**src/sv/compacting_key_value_table_top_defines.svh**
```systemverilog
// assertion macros used by the table top-level rtl
`ifndef COMPACTING_KEY_VALUE_TABLE_TOP_DEFINES_SVH
`define COMPACTING_KEY_VALUE_TABLE_TOP_DEFINES_SVH

// clocked check, masked while reset is asserted
`define CKVT_ASSERT(lbl, prop, msg) \
  lbl: assert property (@(posedge clk_i) disable iff (!rst_ni) prop) else $error(msg);

// clocked check that also holds during reset
`define CKVT_ASSERT_ALWAYS(lbl, prop, msg) \
  lbl: assert property (@(posedge clk_i) prop) else $error(msg);

`endif

```
**src/sv/ckvt_pkg.sv**
```systemverilog
`timescale 1ns / 1ps
package ckvt_pkg;

  // default sizes
  localparam int unsigned DEPTH_DEF     = 256;
  localparam int unsigned KEY_WIDTH_DEF = 64;
  localparam int unsigned KEY_W_MAX     = 64;
  localparam int unsigned VAL_W         = 32;
  localparam int unsigned CNT_OUT_W     = 9;

  // command codes
  localparam logic [1:0] CMD_INSERT = 2'd0;
  localparam logic [1:0] CMD_DELETE = 2'd1;
  localparam logic [1:0] CMD_FIND   = 2'd2;
  localparam logic [1:0] CMD_UNUSED = 2'd3;

  // status codes
  localparam logic [1:0] ST_OK   = 2'd0;
  localparam logic [1:0] ST_FULL = 2'd1;
  localparam logic [1:0] ST_DUP  = 2'd2;
  localparam logic [1:0] ST_MISS = 2'd3;

  // request payload
  typedef struct packed {
    logic [1:0]              cmd;
    logic [KEY_W_MAX-1:0]    key;
    logic signed [VAL_W-1:0] data_in;
  } req_t;

  // result payload
  typedef struct packed {
    logic [1:0]              status;
    logic signed [VAL_W-1:0] data_out;
    logic [CNT_OUT_W-1:0]    entry_count;
  } rsp_t;

  // controller to datapath commands
  typedef struct packed {
    logic       load;
    logic       idx_clr;
    logic       idx_hit;
    logic       rd_en;
    logic       app_wr;
    logic       shift_wr;
    logic       cnt_inc;
    logic       cnt_dec;
    logic       rsp_ld;
    logic       rsp_hit_val;
    logic [1:0] rsp_status;
  } ctl_t;

  // datapath to controller status
  typedef struct packed {
    logic [1:0] cmd;
    logic       full;
    logic       scan_end;
    logic       rd_vld;
    logic       hit;
  } sts_t;

endpackage

```
**src/sv/ckvt_ctrl.sv**
```systemverilog
`timescale 1ns / 1ps
module ckvt_ctrl import ckvt_pkg::*; (
  input  logic clk_i,
  input  logic rst_ni,
  input  logic start,
  input  sts_t sts_i,
  output ctl_t ctl_o,
  output logic busy,
  output logic done_o
);

  typedef enum logic [1:0] {
    S_IDLE,
    S_DISPATCH,
    S_SEARCH,
    S_SHIFT
  } state_e;

  state_e state_q, state_d;
  logic   done_q, done_d;

  // next state and datapath commands
  always_comb begin
    ctl_o   = '0;
    state_d = state_q;
    done_d  = 1'b0;
    unique case (state_q)
      S_IDLE: begin
        if (start) begin
          ctl_o.load    = 1'b1;
          ctl_o.idx_clr = 1'b1;
          state_d       = S_DISPATCH;
        end
      end
      S_DISPATCH: begin
        priority if (sts_i.cmd == CMD_INSERT && sts_i.full) begin
          ctl_o.rsp_ld     = 1'b1;
          ctl_o.rsp_status = ST_FULL;
          done_d           = 1'b1;
          state_d          = S_IDLE;
        end else if (sts_i.cmd == CMD_INSERT || sts_i.cmd == CMD_DELETE ||
                     sts_i.cmd == CMD_FIND) begin
          state_d = S_SEARCH;
        end else begin
          // unused code: nothing changes
          ctl_o.rsp_ld     = 1'b1;
          ctl_o.rsp_status = ST_OK;
          done_d           = 1'b1;
          state_d          = S_IDLE;
        end
      end
      S_SEARCH: begin
        if (sts_i.hit) begin
          priority if (sts_i.cmd == CMD_DELETE) begin
            ctl_o.idx_hit = 1'b1;
            state_d       = S_SHIFT;
          end else begin
            ctl_o.rsp_ld      = 1'b1;
            ctl_o.rsp_status  = (sts_i.cmd == CMD_INSERT) ? ST_DUP : ST_OK;
            ctl_o.rsp_hit_val = (sts_i.cmd == CMD_FIND);
            done_d            = 1'b1;
            state_d           = S_IDLE;
          end
        end else if (!sts_i.scan_end) begin
          ctl_o.rd_en = 1'b1;
        end else if (!sts_i.rd_vld) begin
          // all stored entries scanned without a match
          ctl_o.rsp_ld = 1'b1;
          done_d       = 1'b1;
          state_d      = S_IDLE;
          if (sts_i.cmd == CMD_INSERT) begin
            ctl_o.app_wr     = 1'b1;
            ctl_o.cnt_inc    = 1'b1;
            ctl_o.rsp_status = ST_OK;
          end else begin
            ctl_o.rsp_status = ST_MISS;
          end
        end
      end
      S_SHIFT: begin
        // read entry j+1 while writing the previous read, entry j, to j-1
        if (!sts_i.scan_end) begin
          ctl_o.rd_en = 1'b1;
        end
        if (sts_i.rd_vld) begin
          ctl_o.shift_wr = 1'b1;
        end
        if (sts_i.scan_end && !sts_i.rd_vld) begin
          ctl_o.cnt_dec    = 1'b1;
          ctl_o.rsp_ld     = 1'b1;
          ctl_o.rsp_status = ST_OK;
          done_d           = 1'b1;
          state_d          = S_IDLE;
        end
      end
      default: begin
        state_d = S_IDLE;
      end
    endcase
  end

  always_ff @(posedge clk_i or negedge rst_ni) begin
    if (!rst_ni) begin
      state_q <= S_IDLE;
      done_q  <= 1'b0;
    end else begin
      state_q <= state_d;
      done_q  <= done_d;
    end
  end

  assign busy   = (state_q != S_IDLE);
  assign done_o = done_q;

endmodule

```
**config.mk**
```make
export PLATFORM = sky130hd
export DESIGN_NAME = ckvt_ctrl
export DESIGN_NICKNAME = d
export VERILOG_FILES = /design/src/sv/compacting_key_value_table_top_defines.svh /design/src/sv/ckvt_pkg.sv /design/src/sv/ckvt_ctrl.sv
export SDC_FILE = /design/constraint.sdc
export NUM_CORES = 1
export LEC_CHECK = 0
export BUFFER_PORTS_ARGS = -buffer_cell sky130_fd_sc_hd__buf_4
export CAP_MARGIN = 20
export CORE_AREA = 2 2 39 41
export CTS_BUF_LIST = sky130_fd_sc_hd__clkbuf_16
export DETAILED_ROUTE_END_ITERATION = 16
export DIE_AREA = 0 0 41 43
export GPL_TIMING_DRIVEN = 0
export RECOVER_POWER = 25
export SETUP_SLACK_MARGIN = 0.05
export SYNTH_ARGS = -nofsm -noshare
export SYNTH_HDL_FRONTEND = slang
export SYNTH_SLANG_ARGS = --single-unit
export TNS_END_PERCENT = 50
```
**constraint.sdc**
```tcl
create_clock -name clk_i -period 2.7 [get_ports clk_i]
set_clock_uncertainty 0.05 [all_clocks]
set_input_delay 0.54 -clock clk_i [delete_from_list [all_inputs] [get_ports clk_i]]
set_output_delay 0.54 -clock clk_i [all_outputs]
set_load 0.05 [all_outputs]
```
==> summary.md <==
| Metric | Value |
|---|---|
| Io pins | 23 |
| Max clock buf depth | 2 |
| Synth Area in Adders | 13.4% |
| Fmax | 428 MHz |
| #FFs+latches synth | 3 |
| Synth top area cells | dfrtp_1, ha_1, buf_4 |
| Setup WS pre-CTS | 0.506 ns |
| RSZ-0062 raised after global routing | no |
| # DRC | 0 |
| Netlist cell types | 20 |
| Starting Density | 26.9% |
| Die width | 41 um |
| Synth Area in XOR/XNOR | 0% |
| Nature of the critical path startpoint | flop |
| Total GRT Usage | between 10% and 20% |
| Commonest cells in the netlist | nand2_1, nor2_1, a21oi_1, ha_1, inv_1 |
| Setup Buffers After CTS | 0 |
| Reg2reg start | state_q[0] |
| CTS Buf Count | 3 |
| Hold buffers post-CTS | 0 |
| Worst r2r dst | state_q[0] |
| Final hold viol count | 0 |
| DP Cell Count | 87 |
| Antenna Diode Count | 0 |
| DR pass1 iterations | 4 |
| Clk slew on worst S/H paths | 0.03 ns |
| Synth top area share | 20.1% |
| Setup_tns | 0 ns |
| Die H | 43 um |
| Clk_lat worst skew | 0.22 ns |
| # clock sinks | 3 |
| Synthesized area per cell | 7.61 sq um |
| Cell Area, Synth | 373 sq um |
| Largest net degree at the start of global routing | 9 |
| Post_cts resized | 0 |
| First DRT Iteration DRCs | 5 |
| Status | finished clean |
| Post-synth EDFFs | 0 |
| Critical Path RT | 2.11 ns |
| NumNets Final | a little under 90 |
| CP Class | flop to output port |
| Port bufs | 22 |
| Post-synthesis mux area share | 0% |
| Vias in the first global route | 353 |
| RePlAce Congestion | approximately 0.77 |
| Pwr Density | around 1200 nW/um^2 |
| Vias/cell | 4.44 |
| Worst R2R Path Depth | 5 |
| Worst R2R Setup Slack | 1.14 ns |
| Clock root cell | clkbuf_16 |
| Layout cells sized above 1 | roughly 40% |
| Area grow syn2layout | 70.1% |
| Core Area | 1380 sq um |
| Syn nets | 62 |
| H-tree levels | 1 |
| TritonCTS clock tree | done |
| Share of the yosys chip area belonging to registers | between 20% and 30% |
| Crit. End Element | output port |
| Synth Area in Simple Gates | 31.5% |
| Via count | 404 |
| Synth area leader | dfrtp_1 |
| Largest family of logic cells by synthesized area | simple AND/OR/NAND/NOR gates |
| FP Rows | 14 |
| Fin. max-slew vios | 0 |
| First-pass GRT wire length | 1370 um |
| Slew HR | 60.8% |
| Mapped Cells | 49 |
| GRT overflow | 0 |
| Worst EP arrival | 1.75 ns |
| Peak supply drop | ~0.63 mV |
| Hold Path Class | input port to async pin |
| Final period utilization | slightly below 90% |
| Worst slew pin tran | between 0.5 and 0.6 ns |
| Crit-path max FO | 5 |
| Final setup vio count | 0 |
| Pleak | 0.317 nW |
| Initial antenna violation count | 0 |
| Synth Warn # | 0 |
| Final HPWL DP | 709 um |
| DRT Wirelength | 889 um |
| Drt wl/cell | 9.77 um |
| Final worst path period need | approximately 2.3 ns |
| Post-synthesis compound-gate area fraction | 24.8% |
| Max-cap viol count | 0 |
| Antenna-violating nets left | 0 |
| Filler cells | ~140 |
| Post-synth ARST share | 100% |
| Ys flop type | dfrtp_1 |
| Full die area | 1760 sq um |
| Setup ws final | 0.361 ns |
| Post-route insts no fill | 91 |
==> layer usage <==
metal	wire length (um)	global-route usage, %	vias up
met4	0	4.00	0
met1	357	13.0	175
met2	463	19.1	13
li1	-	-	216
met5	0	0	-
met3	67	4.71	0
==> registers in the layout, summed over array words and instances, names as in the netlist <==
name	count
done_o	1
state_q	2
==> cell usage in the layout, fill, tap and decap left out <==
master and instances:
buf_4 23, inv_1 5, nor2_1 5, nand2_1 5, a21oi_1 4, ha_1 4
nor2b_1 3, and2_1 3, clkbuf_16 3, dfrtp_1 3, nand2b_1 2, nand3_1 2
nor3b_1 2, o21ai_0 2, clkbuf_1 2, o31a_1 1, nor3_2 1, o21ba_2 1
a21oi_2 1, o32a_1 1, a211o_1 1, o32ai_2 1
==> worst max-delay path: stages, from the launching register on <==
cell	delay, ns
dfrtp_1	0.40
inv_1	0.09
ha_1	0.22
nor2b_1	0.23
nand2_1	0.11
o21ai_0	0.14
and2_1	0.14
buf_4	0.19
==> how the worst max path moves through the flow <==
stage | startpoint | slack [ns] | end | cells after the start
global route | state_q[0] | 0.17 | ctl_o[7] | 7
floorplan | state_q[1] | 0.06 | ctl_o[11] | 5
global placement | sts_i[5] | 0.50 | ctl_o[3] | 7
detailed placement | sts_i[5] | 0.51 | ctl_o[3] | 7
CTS | state_q[0] | 0.35 | ctl_o[0] | 7
finish | state_q[0] | 0.36 | ctl_o[0] | 7
==> power by group <==
part | switching, mW | total [mW] | internal [mW] | leakage, nW
logic | 0.292 | 0.455 | 0.163 | 0.236
registers | 0.0166 | 0.0831 | 0.0665 | 0.0390
clock network | 0.0397 | 0.231 | 0.191 | 0.0423
==> logic make-up (layout without fill, tap and decap cells) <==
group,after synthesis,in the layout
buffers and inverters,7,33
flip-flops,3,3
adder cells (fa/ha/maj),4,4
AND/OR/NAND/NOR,23,23
AO/OA/AOI/OAI,12,12
==> per-stage QoR <==
step	instance area (sq um)	total power [mW]	util [%]	hold slack (ns)
2_1_floorplan	378	0.430	-	0.194
3_3_place_gp	563	0.543	40.7	0.280
3_5_place_dp	563	0.549	40.7	0.279
4_1_cts	642	0.784	46.4	0.0455
5_1_grt	634	0.818	45.8	0.0739
6_report	634	0.769	45.8	0.0625
==> final cells by class <==
type / instances / area, sq um / share of cell area [%]
buffer: 3 / 22.5 / 3.55
clock buffer: 3 / 75.1 / 11.8
clock inverter: 1 / 3.75 / 0.592
inverter: 4 / 15.0 / 2.37
multi-input combinational: 39 / 265 / 41.8
sequential: 3 / 75.1 / 11.8
tap: 16 / 20.0 / 3.16
timing repair buffer: 22 / 158 / 24.9
(Power assumes the default switching activity.)
